==> config.mk <==
export PLATFORM = sky130hd
export DESIGN_NAME = i2c_master_bit_engine_core
export DESIGN_NICKNAME = d
export VERILOG_FILES = /design/src/hdl/i2cm_pkg.sv /design/src/hdl/i2cm_cmd_queue.sv /design/src/hdl/i2cm_line_engine.sv /design/src/hdl/i2c_master_bit_engine_core.sv
export SDC_FILE = /design/constraint.sdc
export NUM_CORES = 1
export LEC_CHECK = 0
export ABC_AREA = 1
export BUFFER_PORTS_ARGS = -buffer_cell sky130_fd_sc_hd__buf_4
export CORE_UTILIZATION = 45
export DETAILED_ROUTE_END_ITERATION = 7
export GPL_TIMING_DRIVEN = 0
export PLACE_DENSITY = 0.62
export SLEW_MARGIN = 20
export SYNTH_ARGS = -nofsm -noshare
export SYNTH_HDL_FRONTEND = slang
export SYNTH_HIERARCHICAL = 1
export SYNTH_SLANG_ARGS = --single-unit
==> constraint.sdc <==
create_clock -name aclk -period 4.7 [get_ports aclk]
set_input_delay 0.47 -clock aclk [delete_from_list [all_inputs] [get_ports aclk]]
set_output_delay 0.47 -clock aclk [all_outputs]
set_load 0.05 [all_outputs]
==> src/hdl/i2cm_pkg.sv <==
// Shared types, codes and constants for the I2C master bit engine.
// Used by the command queue, the line engine and the top level; no dependencies.
package i2cm_pkg;

    // Field widths of one input beat and one result beat.
    localparam int OP_W       = 3;
    localparam int BYTE_W     = 8;
    localparam int PHASE_W    = 16;
    localparam int TIMEOUT_W  = 8;
    localparam int BITCNT_W   = 4;
    localparam int STEP_W     = 3;
    localparam int S_TDATA_W  = 16;
    localparam int M_TDATA_W  = 16;
    localparam int CFG_IDX_W  = 2;
    localparam int CFG_DATA_W = 16;

    // Default depth of the queue between the front and the back.
    localparam int QUEUE_DEPTH_DEF = 2;

    // Reset values and fixed counts.
    localparam logic [PHASE_W-1:0]   PHASE_TICKS_RST = 16'd5;
    localparam logic [TIMEOUT_W-1:0] ACK_TIMEOUT_RST = 8'd250;
    localparam logic [BITCNT_W-1:0]  BITS_PER_BYTE   = 4'd8;

    // Configuration register indexes.
    localparam logic [CFG_IDX_W-1:0] CFG_PHASE_TICKS = 2'd0;
    localparam logic [CFG_IDX_W-1:0] CFG_ACK_TIMEOUT = 2'd1;

    // Input op codes as they arrive on the bus.
    localparam logic [OP_W-1:0] OPC_TICK    = 3'd0;
    localparam logic [OP_W-1:0] OPC_START   = 3'd1;
    localparam logic [OP_W-1:0] OPC_STOP    = 3'd2;
    localparam logic [OP_W-1:0] OPC_SEND    = 3'd3;
    localparam logic [OP_W-1:0] OPC_WAITACK = 3'd4;
    localparam logic [OP_W-1:0] OPC_READ    = 3'd5;

    // Classified kind of an item, decided by the front.
    typedef enum logic [2:0] {
        KIND_TICK,
        KIND_START,
        KIND_STOP,
        KIND_SEND,
        KIND_WAITACK,
        KIND_READ,
        KIND_IGNORE
    } kind_t;

    // Command in progress in the line engine.
    typedef enum logic [2:0] {
        CMD_IDLE,
        CMD_START,
        CMD_STOP,
        CMD_SEND,
        CMD_WAITACK,
        CMD_READ
    } cmd_t;

    // One classified item as it sits in the queue.
    typedef struct packed {
        kind_t             kind;
        logic [BYTE_W-1:0] tx_byte;
        logic              ack_after_read;
        logic              sda_in;
    } item_t;

    // One result beat.
    typedef struct packed {
        logic              scl_out;
        logic              sda_out;
        logic              busy_res;
        logic [BYTE_W-1:0] rx_byte;
        logic              rx_valid;
        logic              ack_fail;
        logic              done_res;
    } result_t;

    // Map a raw op code onto its kind; the unused codes are ignored.
    function automatic kind_t classify(input logic [OP_W-1:0] op);
        kind_t k;
        case (op)
            OPC_TICK:    k = KIND_TICK;
            OPC_START:   k = KIND_START;
            OPC_STOP:    k = KIND_STOP;
            OPC_SEND:    k = KIND_SEND;
            OPC_WAITACK: k = KIND_WAITACK;
            OPC_READ:    k = KIND_READ;
            default:     k = KIND_IGNORE;
        endcase
        return k;
    endfunction

endpackage

==> src/hdl/i2cm_cmd_queue.sv <==
// Front of the I2C master bit engine: accepts input beats, classifies the op
// and holds the items in a short queue for the line engine. Uses i2cm_pkg.
module i2cm_cmd_queue
    import i2cm_pkg::*;
#(
    parameter int DEPTH = QUEUE_DEPTH_DEF
) (
    input  logic                aclk,
    input  logic                aresetn,
    input  logic                in_valid,
    output logic                in_ready,
    input  logic [OP_W-1:0]     in_op,
    input  logic [BYTE_W-1:0]   in_tx_byte,
    input  logic                in_ack_after_read,
    input  logic                in_sda_in,
    output logic                q_valid,
    input  logic                q_ready,
    output item_t               q_item
);

    localparam int PTR_W = (DEPTH > 1) ? $clog2(DEPTH) : 1;
    localparam int CNT_W = $clog2(DEPTH + 1);
    localparam logic [PTR_W-1:0] PTR_LAST = PTR_W'(DEPTH - 1);
    localparam logic [CNT_W-1:0] CNT_FULL = CNT_W'(DEPTH);

    item_t            entry_reg [DEPTH];
    logic [PTR_W-1:0] wr_ptr_reg, wr_ptr_next;
    logic [PTR_W-1:0] rd_ptr_reg, rd_ptr_next;
    logic [CNT_W-1:0] count_reg, count_next;
    logic             push, pop;
    item_t            new_item;

    // Classify the incoming beat.
    always_comb begin
        new_item.kind           = classify(in_op);
        new_item.tx_byte        = in_tx_byte;
        new_item.ack_after_read = in_ack_after_read;
        new_item.sda_in         = in_sda_in;
    end

    assign in_ready = (count_reg != CNT_FULL);
    assign q_valid  = (count_reg != '0);
    assign q_item   = entry_reg[rd_ptr_reg];
    assign push     = in_valid && in_ready;
    assign pop      = q_valid && q_ready;

    // Pointer and fill count updates.
    always_comb begin
        wr_ptr_next = wr_ptr_reg;
        rd_ptr_next = rd_ptr_reg;
        count_next  = count_reg;
        if (push) begin
            wr_ptr_next = (wr_ptr_reg == PTR_LAST) ? '0 : wr_ptr_reg + 1'b1;
        end
        if (pop) begin
            rd_ptr_next = (rd_ptr_reg == PTR_LAST) ? '0 : rd_ptr_reg + 1'b1;
        end
        if (push && !pop) begin
            count_next = count_reg + 1'b1;
        end else if (pop && !push) begin
            count_next = count_reg - 1'b1;
        end
    end

    always_ff @(posedge aclk) begin
        if (!aresetn) begin
            wr_ptr_reg <= '0;
            rd_ptr_reg <= '0;
            count_reg  <= '0;
        end else begin
            wr_ptr_reg <= wr_ptr_next;
            rd_ptr_reg <= rd_ptr_next;
            count_reg  <= count_next;
        end
    end

    // Queue storage needs no reset.
    always_ff @(posedge aclk) begin
        if (push) begin
            entry_reg[wr_ptr_reg] <= new_item;
        end
    end

endmodule

==> src/hdl/i2cm_line_engine.sv <==
// Back of the I2C master bit engine: SCL/SDA phase sequencer, one queued
// item per cycle unless stalled, into a result register. Uses i2cm_pkg.
module i2cm_line_engine
    import i2cm_pkg::*;
(
    input  logic                  aclk,
    input  logic                  aresetn,
    input  logic                  cfg_we,
    input  logic [CFG_IDX_W-1:0]  cfg_idx,
    input  logic [CFG_DATA_W-1:0] cfg_wdata,
    input  logic                  q_valid,
    output logic                  q_ready,
    input  item_t                 q_item,
    output logic                  res_valid,
    input  logic                  res_ready,
    output result_t               res
);

    logic [PHASE_W-1:0]   phase_ticks_reg;
    logic [TIMEOUT_W-1:0] ack_timeout_reg;

    cmd_t                 cmd_reg, cmd_next;
    logic [STEP_W-1:0]    step_reg, step_next;
    logic [BITCNT_W-1:0]  bitc_reg, bitc_next;
    logic [BYTE_W-1:0]    shift_reg, shift_next;
    logic [PHASE_W-1:0]   delay_reg, delay_next;
    logic [TIMEOUT_W-1:0] tmo_reg, tmo_next;
    logic                 ackc_reg, ackc_next;
    logic                 scl_reg, scl_next;
    logic                 sda_reg, sda_next;
    logic [BYTE_W-1:0]    rx_last_reg, rx_last_next;
    logic                 res_valid_reg, res_valid_next;
    result_t              res_reg, res_next;

    logic [PHASE_W-1:0]   phase_len;
    logic [PHASE_W-1:0]   delay_inc;
    logic [TIMEOUT_W-1:0] tmo_inc;
    logic [BITCNT_W-1:0]  bitc_inc;
    logic                 el_p, el_one;
    logic                 done, rxv, fail;
    logic                 step_en;

    // A new item is taken whenever the result stage is free or draining.
    assign q_ready = !res_valid_reg || res_ready;
    assign step_en = q_valid && q_ready;

    assign phase_len = (phase_ticks_reg == '0) ? PHASE_W'(1) : phase_ticks_reg;
    assign delay_inc = delay_reg + 1'b1;
    assign tmo_inc   = tmo_reg + 1'b1;
    assign bitc_inc  = bitc_reg + 1'b1;
    assign el_p      = (delay_inc >= phase_len);
    assign el_one    = (delay_inc != '0);

    // Configuration registers: write only while engine idle (unenforced).
    always_ff @(posedge aclk) begin
        if (!aresetn) begin
            phase_ticks_reg <= PHASE_TICKS_RST;
            ack_timeout_reg <= ACK_TIMEOUT_RST;
        end else if (cfg_we) begin
            if (cfg_idx == CFG_PHASE_TICKS) begin
                phase_ticks_reg <= cfg_wdata;
            end else if (cfg_idx == CFG_ACK_TIMEOUT) begin
                ack_timeout_reg <= cfg_wdata[TIMEOUT_W-1:0];
            end
        end
    end

    // Phase sequencer: next state and result for the item at the queue head.
    always_comb begin
        cmd_next     = cmd_reg;
        step_next    = step_reg;
        bitc_next    = bitc_reg;
        shift_next   = shift_reg;
        delay_next   = delay_reg;
        tmo_next     = tmo_reg;
        ackc_next    = ackc_reg;
        scl_next     = scl_reg;
        sda_next     = sda_reg;
        rx_last_next = rx_last_reg;
        done         = 1'b0;
        rxv          = 1'b0;
        fail         = 1'b0;

        if (q_item.kind != KIND_TICK) begin
            // A command starts only when idle; otherwise it is dropped.
            if (cmd_reg == CMD_IDLE && q_item.kind != KIND_IGNORE) begin
                step_next  = '0;
                delay_next = '0;
                bitc_next  = '0;
                case (q_item.kind)
                    KIND_START: begin
                        cmd_next = CMD_START;
                        scl_next = 1'b1;
                        sda_next = 1'b1;
                    end
                    KIND_STOP: begin
                        cmd_next = CMD_STOP;
                        scl_next = 1'b0;
                        sda_next = 1'b0;
                    end
                    KIND_SEND: begin
                        cmd_next   = CMD_SEND;
                        scl_next   = 1'b0;
                        sda_next   = q_item.tx_byte[BYTE_W-1];
                        shift_next = {q_item.tx_byte[BYTE_W-2:0], 1'b0};
                    end
                    KIND_WAITACK: begin
                        cmd_next = CMD_WAITACK;
                        sda_next = 1'b1;
                        tmo_next = '0;
                    end
                    default: begin
                        cmd_next   = CMD_READ;
                        sda_next   = 1'b1;
                        scl_next   = 1'b0;
                        shift_next = '0;
                        ackc_next  = q_item.ack_after_read;
                    end
                endcase
            end
        end else begin
            case (cmd_reg)
                CMD_START: begin
                    delay_next = el_p ? '0 : delay_inc;
                    if (el_p) begin
                        if (step_reg == '0) begin
                            sda_next  = 1'b0;
                            step_next = STEP_W'(1);
                        end else begin
                            scl_next = 1'b0;
                            done     = 1'b1;
                        end
                    end
                end
                CMD_STOP: begin
                    delay_next = el_p ? '0 : delay_inc;
                    if (el_p) begin
                        if (step_reg == '0) begin
                            scl_next  = 1'b1;
                            sda_next  = 1'b1;
                            step_next = STEP_W'(1);
                        end else begin
                            done = 1'b1;
                        end
                    end
                end
                CMD_SEND: begin
                    delay_next = el_p ? '0 : delay_inc;
                    if (el_p) begin
                        if (step_reg == '0) begin
                            scl_next  = 1'b1;
                            step_next = STEP_W'(1);
                        end else if (step_reg == STEP_W'(1)) begin
                            scl_next  = 1'b0;
                            step_next = STEP_W'(2);
                        end else begin
                            bitc_next = bitc_inc;
                            if (bitc_inc >= BITS_PER_BYTE) begin
                                done = 1'b1;
                            end else begin
                                sda_next   = shift_reg[BYTE_W-1];
                                shift_next = {shift_reg[BYTE_W-2:0], 1'b0};
                                step_next  = '0;
                            end
                        end
                    end
                end
                CMD_WAITACK: begin
                    if (step_reg == '0) begin
                        delay_next = el_one ? '0 : delay_inc;
                        if (el_one) begin
                            scl_next  = 1'b1;
                            step_next = STEP_W'(1);
                        end
                    end else if (step_reg == STEP_W'(1)) begin
                        delay_next = el_one ? '0 : delay_inc;
                        if (el_one) begin
                            step_next = STEP_W'(2);
                        end
                    end else if (step_reg == STEP_W'(2)) begin
                        // Poll SDA; a low level is the acknowledge.
                        if (q_item.sda_in) begin
                            tmo_next = tmo_inc;
                            if (tmo_inc == '0 || tmo_inc >= ack_timeout_reg) begin
                                scl_next   = 1'b0;
                                sda_next   = 1'b0;
                                step_next  = STEP_W'(3);
                                delay_next = '0;
                            end
                        end else begin
                            scl_next = 1'b0;
                            done     = 1'b1;
                        end
                    end else if (step_reg == STEP_W'(3)) begin
                        delay_next = el_p ? '0 : delay_inc;
                        if (el_p) begin
                            scl_next  = 1'b1;
                            sda_next  = 1'b1;
                            step_next = STEP_W'(4);
                        end
                    end else begin
                        delay_next = el_p ? '0 : delay_inc;
                        if (el_p) begin
                            done = 1'b1;
                            fail = 1'b1;
                        end
                    end
                end
                CMD_READ: begin
                    delay_next = el_p ? '0 : delay_inc;
                    if (el_p) begin
                        if (step_reg == '0) begin
                            scl_next  = 1'b1;
                            step_next = STEP_W'(1);
                        end else if (step_reg == STEP_W'(1)) begin
                            // Sample at the end of the SCL high phase.
                            shift_next = {shift_reg[BYTE_W-2:0], q_item.sda_in};
                            bitc_next  = bitc_inc;
                            scl_next   = 1'b0;
                            if (bitc_inc >= BITS_PER_BYTE) begin
                                sda_next  = !ackc_reg;
                                step_next = STEP_W'(2);
                            end else begin
                                step_next = '0;
                            end
                        end else if (step_reg == STEP_W'(2)) begin
                            scl_next  = 1'b1;
                            step_next = STEP_W'(3);
                        end else begin
                            scl_next     = 1'b0;
                            rx_last_next = shift_reg;
                            done         = 1'b1;
                            rxv          = 1'b1;
                        end
                    end
                end
                default: begin
                    // Idle: a tick changes nothing.
                end
            endcase
            if (done) begin
                cmd_next   = CMD_IDLE;
                step_next  = '0;
                delay_next = '0;
            end
        end

        res_next.scl_out  = scl_next;
        res_next.sda_out  = sda_next;
        res_next.busy_res = (cmd_next != CMD_IDLE);
        res_next.rx_byte  = rx_last_next;
        res_next.rx_valid = rxv;
        res_next.ack_fail = fail;
        res_next.done_res = done;

        if (step_en) begin
            res_valid_next = 1'b1;
        end else if (res_ready) begin
            res_valid_next = 1'b0;
        end else begin
            res_valid_next = res_valid_reg;
        end
    end

    // Sequencer state and result valid.
    always_ff @(posedge aclk) begin
        if (!aresetn) begin
            cmd_reg       <= CMD_IDLE;
            step_reg      <= '0;
            bitc_reg      <= '0;
            shift_reg     <= '0;
            delay_reg     <= '0;
            tmo_reg       <= '0;
            ackc_reg      <= 1'b0;
            scl_reg       <= 1'b1;
            sda_reg       <= 1'b1;
            rx_last_reg   <= '0;
            res_valid_reg <= 1'b0;
        end else begin
            res_valid_reg <= res_valid_next;
            if (step_en) begin
                cmd_reg     <= cmd_next;
                step_reg    <= step_next;
                bitc_reg    <= bitc_next;
                shift_reg   <= shift_next;
                delay_reg   <= delay_next;
                tmo_reg     <= tmo_next;
                ackc_reg    <= ackc_next;
                scl_reg     <= scl_next;
                sda_reg     <= sda_next;
                rx_last_reg <= rx_last_next;
            end
        end
    end

    // Result payload register.
    always_ff @(posedge aclk) begin
        if (step_en) begin
            res_reg <= res_next;
        end
    end

    assign res_valid = res_valid_reg;
    assign res       = res_reg;

endmodule

==> src/hdl/i2c_master_bit_engine_core.sv <==
// I2C master bit engine, top level: command queue front, line engine back.
// Depends on i2cm_pkg, i2cm_cmd_queue and i2cm_line_engine.
//
// Usage:
// Each input beat on the s_ channel is one command (start, stop, send byte,
// wait for acknowledge, read byte) or one time tick carrying the sampled SDA
// level; s_tuser holds the op code. Every accepted beat yields exactly one
// result beat on the m_ channel with the SCL/SDA drive levels and status.
// Phase length and acknowledge timeout are set through the cfg_ channel,
// which is always ready; the user writes it only while the engine has no
// beat in flight, as the block does not enforce this. Throughput is one
// beat per cycle unless the receiver stalls: the line engine advances its phase
// sequencer one step per beat, each via the queue and the result register.
// When the receiver stalls, results wait in the result register and the queue
// fills; s_tready drops once the queue holds QUEUE_DEPTH items.
// Reset (aresetn low, synchronous) releases both lines high, empties the
// queue and restores phase_ticks to 5 and ack_timeout to 250.
module i2c_master_bit_engine_core
    import i2cm_pkg::*;
#(
    parameter int QUEUE_DEPTH = QUEUE_DEPTH_DEF
) (
    input  logic                  aclk,
    input  logic                  aresetn,
    // Input beats.
    input  logic                  s_tvalid,
    output logic                  s_tready,
    // tdata: tx_byte[7:0], ack_after_read[8], sda_in[9], zero[15:10]
    input  logic [S_TDATA_W-1:0]  s_tdata,
    // tuser: op[2:0]
    input  logic [OP_W-1:0]       s_tuser,
    // Result beats.
    output logic                  m_tvalid,
    input  logic                  m_tready,
    // tdata: scl_out[0], sda_out[1], busy_res[2], rx_byte[10:3], rx_valid[11],
    //        ack_fail[12], done_res[13], zero[15:14]
    output logic [M_TDATA_W-1:0]  m_tdata,
    // Configuration writes.
    input  logic                  cfg_valid,
    output logic                  cfg_ready,
    input  logic [CFG_IDX_W-1:0]  cfg_index,
    input  logic [CFG_DATA_W-1:0] cfg_data
);

    logic    q_valid;
    logic    q_ready;
    item_t   q_item;
    result_t res;

    assign cfg_ready = 1'b1;

    i2cm_cmd_queue #(
        .DEPTH(QUEUE_DEPTH)
    ) u_queue (
        .aclk             (aclk),
        .aresetn          (aresetn),
        .in_valid         (s_tvalid),
        .in_ready         (s_tready),
        .in_op            (s_tuser),
        .in_tx_byte       (s_tdata[BYTE_W-1:0]),
        .in_ack_after_read(s_tdata[BYTE_W]),
        .in_sda_in        (s_tdata[BYTE_W+1]),
        .q_valid          (q_valid),
        .q_ready          (q_ready),
        .q_item           (q_item)
    );

    i2cm_line_engine u_engine (
        .aclk     (aclk),
        .aresetn  (aresetn),
        .cfg_we   (cfg_valid && cfg_ready),
        .cfg_idx  (cfg_index),
        .cfg_wdata(cfg_data),
        .q_valid  (q_valid),
        .q_ready  (q_ready),
        .q_item   (q_item),
        .res_valid(m_tvalid),
        .res_ready(m_tready),
        .res      (res)
    );

    // Pack the result fields, highest bit first.
    assign m_tdata = {2'b00, res.done_res, res.ack_fail, res.rx_valid, res.rx_byte,
                      res.busy_res, res.sda_out, res.scl_out};

`ifndef ASSERT_OFF
    // A finished command leaves the engine idle.
    a_done_not_busy: assert property (@(posedge aclk) disable iff (!aresetn)
        m_tvalid |-> !(res.done_res && res.busy_res))
        else $error("done result still reports busy");

    // A timed-out acknowledge ends with the stop condition: both lines released.
    a_fail_stop: assert property (@(posedge aclk) disable iff (!aresetn)
        (m_tvalid && res.ack_fail) |-> (res.done_res && res.scl_out && res.sda_out))
        else $error("ack failure without completed stop");

    // A completed read is a finished command and never a failed acknowledge.
    a_rx_done: assert property (@(posedge aclk) disable iff (!aresetn)
        (m_tvalid && res.rx_valid) |-> (res.done_res && !res.ack_fail && !res.scl_out))
        else $error("read completion with inconsistent status");
`endif

endmodule
# Word-level counts from Yosys, hierarchy flattened
# Memories as Yosys holds them, arrays and structs flattened. A register that Yosys moved wholly into a read port is not among the register bits.
# Cells that the tools add are included.
# word_totals
reg_bits	96
mem_bits_rw	26
input_bits	42
output_inout_bits	19
mem_count	1
# memory_table
name	words	width	rd	rd_clocked_by_memory_dff	wr	line_no	text
u_queue.entry_reg	2	13	1	1	1	i2cm_cmd_queue.sv:26	item_t entry_reg [DEPTH];
# op_classes
add_sub_neg	7
order_cmp	3
eq_ne	44
muxes	149
bitwise	4
reduce_logical	43
# op_table
operator	n
2-to-1 mux 8 bit	23
2-to-1 mux 16 bit	11
2-to-1 mux 3 bit	25
2-to-1 mux 1 bit	67
2-to-1 mux 4 bit	8
case mux 16 bit (2 select lines)	1
case mux 8 bit (2 select lines)	2
equality test 3 x 2 -> 1 bit, second input constant	8
case mux 3 bit (4 select lines)	2
case mux 3 bit (6 select lines)	1
adder 16 x 1 -> 16 bit, second input constant	1
greater-or-equal comparator 16 bit	1
logical NOT 16 bit	1
inequality test 4 x 1 -> 1 bit, second input constant	4
nonzero test 16 bit	1
equality test 3 bit, second input constant	5
AND reduction 15 bit	1
inequality test 7 x 1 -> 1 bit, second input constant	2
inequality test 7 x 3 -> 1 bit, second input constant	2
equality test 3 x 1 -> 1 bit, second input constant	4
inequality test 3 x 2 -> 1 bit, second input constant	4
nonzero test 2 bit	6
AND reduction 11 bit	1
inequality test 5 x 3 -> 1 bit, second input constant	2
39 further kinds	67

# Depth between registers and ports, before layout
# Gate-level depths: netlist (run 1).
# logic_depth
depth_word	13
ltp_mapped	25
ltp_nobuf	24

# Modules after synthesis
# Netlist (run 1), hierarchy kept.
# modules_own_cells
mod	instances	cells_each	area_per_inst_um2	seq_area_each_um2
i2cm_line_engine	1	911	5985.7	1981.9
i2cm_cmd_queue	1	80	1237.4	880.8
i2c_master_bit_engine_core	1	5	30.0	0.0

# Worst setup path after synthesis (run 1)
# OpenSTA, ideal clock, no wires.
# synth_timing
kind	reg2reg
startpoint	register u_engine.delay_reg[0]
endpoint	register u_engine.res_reg (netlist bit u_engine/res[3]) (data pin)
setup_time_ps	256
arrival_ps	2726
setup_slack_ps	1718
stages_incl_launch_ff	19
n_path_buf	2
path_cell_list	dfxtp_1 > ha_1 > nand2_1 > inv_1 > nand3_1 > inv_1 > nand4_1 > nand2_1 > inv_1 > ha_1 > nand2_1 > nor4_1 > nand2_1 > nand2_2 > buf_6 > inv_4 > nor3_4 > buf_6 > o21ai_2
# synth_rtl
item	line_no	text
start, declared	i2cm_line_engine.sv:26	logic [PHASE_W-1:0] delay_reg, delay_next;
start signal, assigned	i2cm_line_engine.sv:286	delay_reg <= delay_next;
end signal, assigned	i2cm_line_engine.sv:299	res_reg <= res_next;
end, declared	i2cm_line_engine.sv:33	result_t res_reg, res_next;

==> results.cfg, run 1 <==
[power_and_ir_drop]
internal_power_w = 0.00280
p_clk_share_pct = 25.0
pwr-share-comb_pct = 43.7
ir_worst_vdd_uv = 314
powerDensity_mw_per_mm2 = 579
pwr-share-seq_pct = 31.3
p_leak_nw = 3.86
swShare_pct = 43.0
p_sw_w = 0.00211

[yosys]
yosys.area.top_type = dfxtp_1
async_flop_share_pct = 0
synth_cell_types = 47
ys_top_cells_by_count = nand2_1 (216), inv_1 (154), nor2_1 (84), dfxtp_1 (83), a21oi_1 (72)
synth.avg_cell_area_um2 = 7.28
synth.most_common_cell = nand2_1
ys_seq_area_share_pct = 39.5
yosys_register_bits = 123
ys_top_cells_by_area = dfxtp_1 (23%), edfxtp_1 (17%), nand2_1 (11%)
synth-main-ff-cell = dfxtp_1
syn_inst = 996
synth_area_mm2 = 0.00725
yosysWarningCount = 6
synth_edf_count = 40
synth.top_cell.area_share_pct = 22.9

[global_route]
grt_util_all_layers_pct = 23.2
grt_max_degree = 24
grt_antenna_before_repair = 0
gr-total-overflow = 0
first_global_vias = 6046
grt_pass1_wl_um = 29600

[cts]
clkLatencyLatePin_ns = 0.42
ctsHoldBuffers = 0
cts_max_level = 4
clock_path_buffers = 2
root_buffer = clkbuf_16
cts_buffers = 17
ctsResizeCount = 0
cts_setup_buffers = 0
cts_tree = done
path_clk_slew_ns = 0.06
clock_sinks = 123

[worst_setup_path]
rrSetupSlack_ns = 0.92
worst-path-max-fanout = 10
critPathCaptureType = register
r2r-end = u_engine/rx_last_reg[1]$_SDFFE_PN0P_
cp-endpoint = u_engine/rx_last_reg[1]$_SDFFE_PN0P_
cp.required_ns = 5.06
worstSetupPathType = register to register
critPathArrivalTime_ns = 4.14
worstSetupStartpoint = u_engine/delay_reg[3]$_SDFFE_PN0P_
r2r_start = u_engine/delay_reg[3]$_SDFFE_PN0P_
crit_path_start_kind = register
ff2ff_path_depth = 20

[sta]
slew_violations = 0
hold_violations = 0
rsz0062_at_grt = false
worst_slew_pin_slew_ns = 0.836
fin_skew_ns = 0.00898
slew_headroom_pct = 44.3
setup_ws_ns = 0.924
layout_min_cycle_time_ns = 3.78
period_share_pct = 80.3
final-setup-viol-count = 0
final.setup.tns_ns = 0
max_freq_mhz = 265

[routing]
drcViolationCount = 0
vias = 6677
ant_nets = 0
vias_per_cell = 5.15
wl_per_cell_um = 14.1
wl_um = 18300
dr.pass1.iters = 6
drtIter0Drc = 508

[die]
die_w_um = 129
start_util_pct = 45.8
core-area_mm2 = 0.0158
die_h_um = 129
dieArea_mm2 = 0.0166
rows = 46
ioPinCount = 61

[finish]
drive_gt1_share_pct = 13.1
design_area_mm2 = 0.00847
area_growth_pct = 16.7
instances_no_fill = 1296
nNetsFinal = 1138
n_antenna_cell = 0
largest_register_ffs = 26
final_util_pct = 53.5
num-fill-cells = 1566

[placed_design]
dpl.hpwl_um = 13800
gp_congestion = 0.926
post-place-cells = 1264
place_ws_ns = 0.984
port-buffer-count = 51
post_dp_cell_area_mm2 = 0.00791

[flow_run]
drv_cap = 0

[outcome]
status = finished clean

[hold_path]
hold_path_class = primary input to register
hp-start = s_tdata[4]
[placed cells by master, fill, tap and decap left out, types with 3 or more instances in the layout]
cell	Yosys	final
conb_1	2	3
inv_1	154	154
inv_6	0	3
mux2_4	10	10
edfxtp_1	40	40
clkbuf_16	0	17
o21ai_2	10	10
a21oi_1	72	72
o21ai_1	8	8
clkinv_2	1	5
nand2_2	5	5
o211ai_1	18	18
buf_6	5	5
buf_2	4	4
nand2_1	216	216
dfxtp_1	83	83
nor4_1	5	5
o21ai_0	66	66
clkbuf_1	22	24
mux2_2	3	3
ha_1	29	29
o21a_1	3	3
xor2_1	4	4
nor3_1	10	10
nand4_1	21	21
nand3_1	71	71
o22ai_1	7	7
nor2_1	84	82
nor2_2	6	8
buf_4	4	55
clkinv_4	0	3
a211oi_1	5	5
inv_2	4	4
[power groups by stage]
stage                     clock [W]  sequential [W]  combinational, W
after CTS                   0.00125         0.00154           0.00213
after global routing        0.00129         0.00157           0.00240
after detailed placement          0         0.00156           0.00212
after floorplan                   0         0.00174           0.00138
after global placement            0         0.00155           0.00211
final                       0.00122         0.00154           0.00214
[layout make-up]
type / instances / area (um^2) / area share [%]
Tap cell: 216 / 270 / 3.19
Sequential cell: 123 / 2860 / 33.8
Buffer: 37 / 196 / 2.32
Multi-Input combinational cell: 676 / 3590 / 42.5
Clock inverter: 13 / 118 / 1.39
Timing Repair Buffer: 51 / 383 / 4.52
Inverter: 161 / 608 / 7.18
Clock buffer: 19 / 433 / 5.11
[metal layers]
layer | global-route usage (%) | vias up | wire, um
li1 | - | 3441 | -
met1 | 29.4 | 3014 | 8540
met2 | 38.0 | 188 | 8320
met3 | 4.95 | 34 | 961
met4 | 9.97 | 0 | 482
met5 | 0 | - | 0
[kinds of logic (layout without fill, tap and decap cells)]
logic type      after synthesis  after routing  share of synthesized area [%]
other cells                   2              3                          0.104
mux                          13             13                           2.54
xor+xnor                      6              6                          0.725
simple gates                423            423                           25.0
flops                       123            123                           39.5
compound gates              202            202                           16.0
buf+inv                     198            281                           11.1
fa+ha+maj                    29             29                           5.00
[critical path: stages (launching register included)]
cell and delay [ns]:
dfxtp_1 0.42, nand2_1 0.13, nor2_2 0.34, nand3_1 0.15, nor2_1 0.12, nand2_1 0.05
nand2_1 0.15, inv_1 0.09, ha_1 0.30, nand2_1 0.07, nor4_1 0.35, nand2_1 0.20
nand2_2 0.14, buf_6 0.15, inv_4 0.07, nor3_4 0.46, buf_6 0.22, nand2_1 0.07
o21ai_2 0.08, o21ai_1 0.08, inv_1 0.06
[per-stage QoR]
step | total power [W] | hold slack (ns)
floorplan | 0.00312 | 0.431
CTS | 0.00492 | 0.212
detailed placement | 0.00368 | 0.460
finish | 0.00490 | 0.231
global placement | 0.00367 | 0.457
global route | 0.00526 | 0.214
[worst min path at each step]
| stage | slack, ns | end | depth (start not counted) |
|---|---|---|---|
| 2_1_floorplan | 0.43 | u_engine/phase_ticks_reg[0]$_SDFFE_PN1P_ | 2 |
| 3_3_place_gp | 0.46 | u_engine/ack_timeout_reg[2]$_SDFFE_PN0P_ | 2 |
| 3_5_place_dp | 0.46 | u_engine/ack_timeout_reg[2]$_SDFFE_PN0P_ | 2 |
| 4_1_cts | 0.21 | u_queue/entry_reg[1][6]$_DFFE_PP_ | 1 |
| 5_1_grt | 0.21 | u_queue/entry_reg[1][7]$_DFFE_PP_ | 1 |
| 6_report | 0.23 | u_queue/entry_reg[1][6]$_DFFE_PP_ | 1 |
(Power assumes the default switching activity.)
==> inputs of run 2 (changes only) <==
- PLACE_DENSITY: 0.62 -> 0.64
- clock period: 4.7 -> 3.1 ns (I/O delays scaled with it)
==> run 2 against run 1 <==
First-iteration DRC count is 6.1% lower. Setup slack worse by 0.98 ns. Sequential cell count stayed put. Wire length is 9.7% higher. The run now ends with negative setup slack left. Count of clock-buffer cells in the layout is 1 lower. Die area stayed put.
==> results.cfg, run 2 (same netlist as run 1, synthesis figures left out) <==
[routing]
drcViolationCount = 0
vias_per_cell = 5.33
m1WireLength_um = 8860
wl_um = 20100
ant_nets = 0
drtIter0Drc = 477
vias = 7128
dr_wl_met3_um = 1040
dr.pass1.iters = 6
maxUsedRoutingLayer = met4
wl_per_cell_um = 15.0
met2_length_um = 9630

[sta]
hold_violations = 0
max_freq_mhz = 317
rsz0062_at_grt = true
slew_headroom_pct = 46.4
setup_ws_ns = -0.0546
final-setup-viol-count = 6
fin_skew_ns = 0.0119
period_share_pct = 102
slew_violations = 0
layout_min_cycle_time_ns = 3.15
worst_slew_pin_slew_ns = 0.804

[power_and_ir_drop]
finalPower_w = 0.00863
powerDensity_mw_per_mm2 = 907
ir_worst_vdd_uv = 513
p_leak_nw = 4.22

[die]
dieArea_mm2 = 0.0166
die_h_um = 129
rows = 46
start_util_pct = 45.8
ioPinCount = 61
core-area_mm2 = 0.0158
die_w_um = 129

[worst_setup_path]
crit_path_start_kind = register
critPathArrivalTime_ns = 3.45
crit_buf_inv = 5
critPathSlowestCell = dfxtp_4
critPathCaptureType = register
worst-path-max-fanout = 8
cpMostUsedCell = nand2_2
worstPathCellList = nand2_1 -> nor2_4 -> nand3_4 -> o21ai_2 -> nand2_2 -> inv_2 -> ha_4 -> a21oi_2 -> o21ai_2 -> a21oi_2 -> buf_6 -> nand2_8 -> buf_12 -> nand2_4 -> nand2_2 -> nand2_2 -> nand3_2 -> nand2_4 -> inv_8 -> clkbuf_16 -> o21ai_0 -> nor2_1
r2r_start = u_engine/delay_reg[1]$_SDFFE_PN0P_
cp.required_ns = 3.40
critPathTopFamily = simple AND/OR/NAND/NOR gates
max_stage_delay_ns = 0.39
worstSetupStartpoint = u_engine/delay_reg[1]$_SDFFE_PN0P_
worstSetupPathType = register to register
rrSetupSlack_ns = -0.05

[finish]
ff_latch_area_mm2 = 0.00290
final_common_cell = nand2_1
num-fill-cells = 1442
multi_input_area_mm2 = 0.00407
n_antenna_cell = 0
instances_no_fill = 1337
drive_gt1_share_pct = 26.0
largest_register_ffs = 26
mostFrequentLayoutCells = nand2_1 (186), inv_1 (143), buf_4 (83), dfxtp_1 (70)
nNetsFinal = 1179
area_growth_pct = 31.1

[cts]
ctsHoldBuffers = 0
clkLatencyLatePin_ns = 0.43
cts_max_level = 4
clock_path_buffers = 2
path_clk_slew_ns = 0.07
cts_tree = done
clock_sinks = 123
cts_buffers = 17
root_buffer = clkbuf_16

[global_route]
grt_max_degree = 24
grt_util_all_layers_pct = 24.2
gr-total-overflow = 0
grt_antenna_before_repair = 0
first_global_vias = 6489
grt_pass1_wl_um = 31200

[outcome]
status = complete, but fails checks
violations = negative setup slack

[placed_design]
post-place-cells = 1264
gp_congestion = 0.926
place_ws_ns = -0.640
port-buffer-count = 51
dpl.hpwl_um = 13900

[flow_run]
drv_cap = 0

[hold_path]
hp-start = s_tdata[1]
hold_path_class = primary input to register
## run 2: layout make-up
cell class | count | share of cell area (%)
inverters | 161 | 6.60
repair buffers | 92 | 8.05
multi-input cells | 676 | 42.8
clock inverters | 14 | 2.04
clock buffers | 18 | 4.74
flip-flops and latches | 123 | 30.5
plain buffers | 37 | 2.38
well taps | 216 | 2.84
## run 2: what timing repair did
item,CTS,global route
pin swaps,11,38
resized for setup,41,143
setup buffers,19,17
gates cloned,2,3
setup endpoints to repair,58,56
## run 2: per-stage QoR
step | utilization [%] | hold WS [ns] | setup TNS, ns | area, um^2
after CTS | 55.6 | 0.0488 | 0 | 8800
after floorplan | - | 0.409 | 0 | 7260
final | 60.1 | 0.0627 | -0.0843 | 9510
after global placement | 50.0 | 0.460 | -32.23 | 7910
after global routing | 60.1 | 0.0554 | -4.48 | 9510
after detailed placement | 50.0 | 0.463 | -28.91 | 7910
## run 2: final timing paths
kind | end | depth (start not counted)
setup / recovery | u_engine/delay_reg[3]$_SDFFE_PN0P_ | 22
hold / removal | u_queue/entry_reg[1][3]$_DFFE_PP_ | 1
setup reg to reg | u_engine/delay_reg[3]$_SDFFE_PN0P_ | 22
hold reg to reg | u_engine/ack_timeout_reg[2]$_SDFFE_PN0P_ | 2
## run 2: worst reg2reg max path, stage by stage (launching register included)
cell and delay (ns):
dfxtp_4 0.39, nand2_1 0.10, nor2_4 0.24, nand3_4 0.16
o21ai_2 0.18, nand2_2 0.10, inv_2 0.09, ha_4 0.21
a21oi_2 0.16, o21ai_2 0.07, a21oi_2 0.13, buf_6 0.16
nand2_8 0.09, buf_12 0.13, nand2_4 0.05, nand2_2 0.05
nand2_2 0.08, nand3_2 0.11, nand2_4 0.12, inv_8 0.06
clkbuf_16 0.14, o21ai_0 0.17, nor2_1 0.05
## run 2: power breakdown
group          internal (W)  switching (W)
clock network       0.00135       0.000814
registers           0.00211       0.000251
logic               0.00151        0.00260
total               0.00496        0.00367
## run 2: layer usage
| metal | vias to the layer above | track usage [%] |
|---|---|---|
| met5 | - | 0 |
| met4 | 0 | 10.2 |
| met3 | 48 | 4.12 |
| met2 | 230 | 40.8 |
| met1 | 3329 | 30.6 |
| li1 | 3521 | - |
==> inputs of run 3 (changes only) <==
- SETUP_SLACK_MARGIN: unset -> 0.05
==> run 3 against run 2 <==
Global-route usage is 0.18 points higher. Highest routed layer unchanged. Wire length is 2.1% higher. Clock power hardly changed. Non-clock buffer count is 7 higher. Final cell count is 0.60% higher. Fmax is 2.7% higher. Die area stayed put. Core utilization is 0.67 points higher. Power is 1.8% higher. Register-to-register slack better by 0.08 ns. The flow now finishes without violations.
==> results.cfg, run 3 (same netlist as run 1, synthesis figures left out) <==
[placed_design]
port-buffer-count = 51
dpl.hpwl_um = 13900
gp_congestion = 0.926

[cts]
clock_path_buffers = 2
cts_max_level = 4
root_buffer = clkbuf_16
cts_tree = done
clkLatencyLatePin_ns = 0.43
cts_buffers = 17
ctsHoldBuffers = 0
clock_sinks = 123
path_clk_slew_ns = 0.07

[power_and_ir_drop]
swShare_pct = 42.5
powerDensity_mw_per_mm2 = 914
p_leak_nw = 4.29
finalPower_w = 0.00879
pwr-share-seq_pct = 26.8
pwr-share-comb_pct = 48.7
internal_power_w = 0.00506
ir_worst_vdd_uv = 516
p_clk_share_pct = 24.6
p_sw_w = 0.00373

[finish]
mostFrequentLayoutCells = nand2_1 (183), inv_1 (144), buf_4 (91), nor2_1 (69), dfxtp_1 (68)
n_antenna_cell = 0
area_growth_pct = 32.6
num-fill-cells = 1434
nNetsFinal = 1187
final_util_pct = 60.8
final_common_cell = nand2_1
largest_register_ffs = 26
drive_gt1_share_pct = 27.0

[worst_setup_path]
crit_buf_inv = 4
crit_path_start_kind = register
cpMostUsedCell = nand2_4
worstSetupPathType = register to register
critPathTopFamily = simple AND/OR/NAND/NOR gates
worst-path-max-fanout = 8
critPathSlowestCell = dfxtp_4
worstPathCellList = nand2_4 -> nor2_4 -> nand3_4 -> xor2_4 -> ha_1 -> nand2_2 -> nor4_4 -> nand2_4 -> nand2_8 -> buf_12 -> inv_8 -> nor3_4 -> buf_6 -> o21ai_2 -> o21ai_1 -> inv_1
critPathArrivalTime_ns = 3.39
critPathCaptureType = register
max_stage_delay_ns = 0.37
cp.required_ns = 3.42

[routing]
drcViolationCount = 0
ant_nets = 0
vias_per_cell = 5.34
wl_per_cell_um = 15.2
vias = 7179
drtIter0Drc = 571
dr.pass1.iters = 5
wl_um = 20500

[global_route]
grt_util_all_layers_pct = 24.4
grt_antenna_before_repair = 0
first_global_vias = 6515
grt_pass1_wl_um = 31500
gr-total-overflow = 0
grt_max_degree = 24

[sta]
period_share_pct = 99.0
rsz0062_at_grt = true
fin_skew_ns = 0.0117
max_freq_mhz = 326
worst_slew_pin_slew_ns = 0.767
hold_violations = 0
slew_violations = 0
final-setup-viol-count = 0
layout_min_cycle_time_ns = 3.07
slew_headroom_pct = 48.6

[die]
core-area_mm2 = 0.0158
rows = 46
ioPinCount = 61
die_h_um = 129
dieArea_mm2 = 0.0166
start_util_pct = 45.8
die_w_um = 129

[outcome]
status = finished clean

[hold_path]
hold_path_class = primary input to register

[flow_run]
drv_cap = 0
[run 3: repair_timing]
item | in CTS | in global routing
setup buffers | 24 | 18
endpoints found under the setup margin | 58 | 56
hold endpoints to repair | 0 | 0
resized for setup | 56 | 138
pin swaps | 14 | 45
cloned | 1 | 6
[run 3: path summary, 6_finish.rpt]
path | startpoint | endpoint | slack [ns] | depth (start not counted)
worst max register to register | u_engine/delay_reg[3]$_SDFFE_PN0P_ | u_engine/rx_last_reg[6]$_SDFFE_PN0P_ | 0.03 | 16
worst min register to register | u_engine/ack_timeout_reg[2]$_SDFFE_PN0P_ | u_engine/ack_timeout_reg[2]$_SDFFE_PN0P_ | 0.47 | 2
worst min-delay path | s_tdata[1] | u_queue/entry_reg[1][3]$_DFFE_PP_ | 0.06 | 1
worst max-delay path | u_engine/delay_reg[3]$_SDFFE_PN0P_ | u_engine/rx_last_reg[6]$_SDFFE_PN0P_ | 0.03 | 16
[run 3: layout make-up]
type	instances	area (um^2)	area share, %
tap	216	270	2.81
buffer	37	226	2.35
inverter	161	628	6.53
timing repair inverter	1	6.26	0.0650
timing repair buffer	99	835	8.68
multi-input combinational	676	4110	42.7
sequential	123	2900	30.1
clock inverter	14	194	2.02
clock buffer	18	450	4.68
[run 3: power groups by stage]
stage | sequential, W | clock, W | combinational, W
2_1_floorplan | 0.00264 | 0 | 0.00209
3_3_place_gp | 0.00235 | 0 | 0.00320
3_5_place_dp | 0.00236 | 0 | 0.00322
4_1_cts | 0.00234 | 0.00219 | 0.00342
5_1_grt | 0.00239 | 0.00226 | 0.00465
6_report | 0.00235 | 0.00216 | 0.00428
[run 3: routing by layer]
metal,global-route usage [%],share of wire [%],vias up
met4,10.5,2.6,0
met2,40.8,47,282
met1,31.2,44,3318
met3,3.78,5.8,48
li1,-,-,3531
met5,0,0,-
[run 3: through the flow]
step	hold WS [ns]	std cells	setup WS (ns)	setup TNS [ns]	area, um^2
global placement	0.460	1264	-0.714	-32.23	7910
finish	0.0639	1345	0.0295	0	9620
CTS	0.0488	1321	0.0532	0	8880
floorplan	0.409	997	0.118	0	7260
detailed placement	0.463	1264	-0.640	-28.91	7910
global route	0.0566	1345	-0.129	-2.52	9620
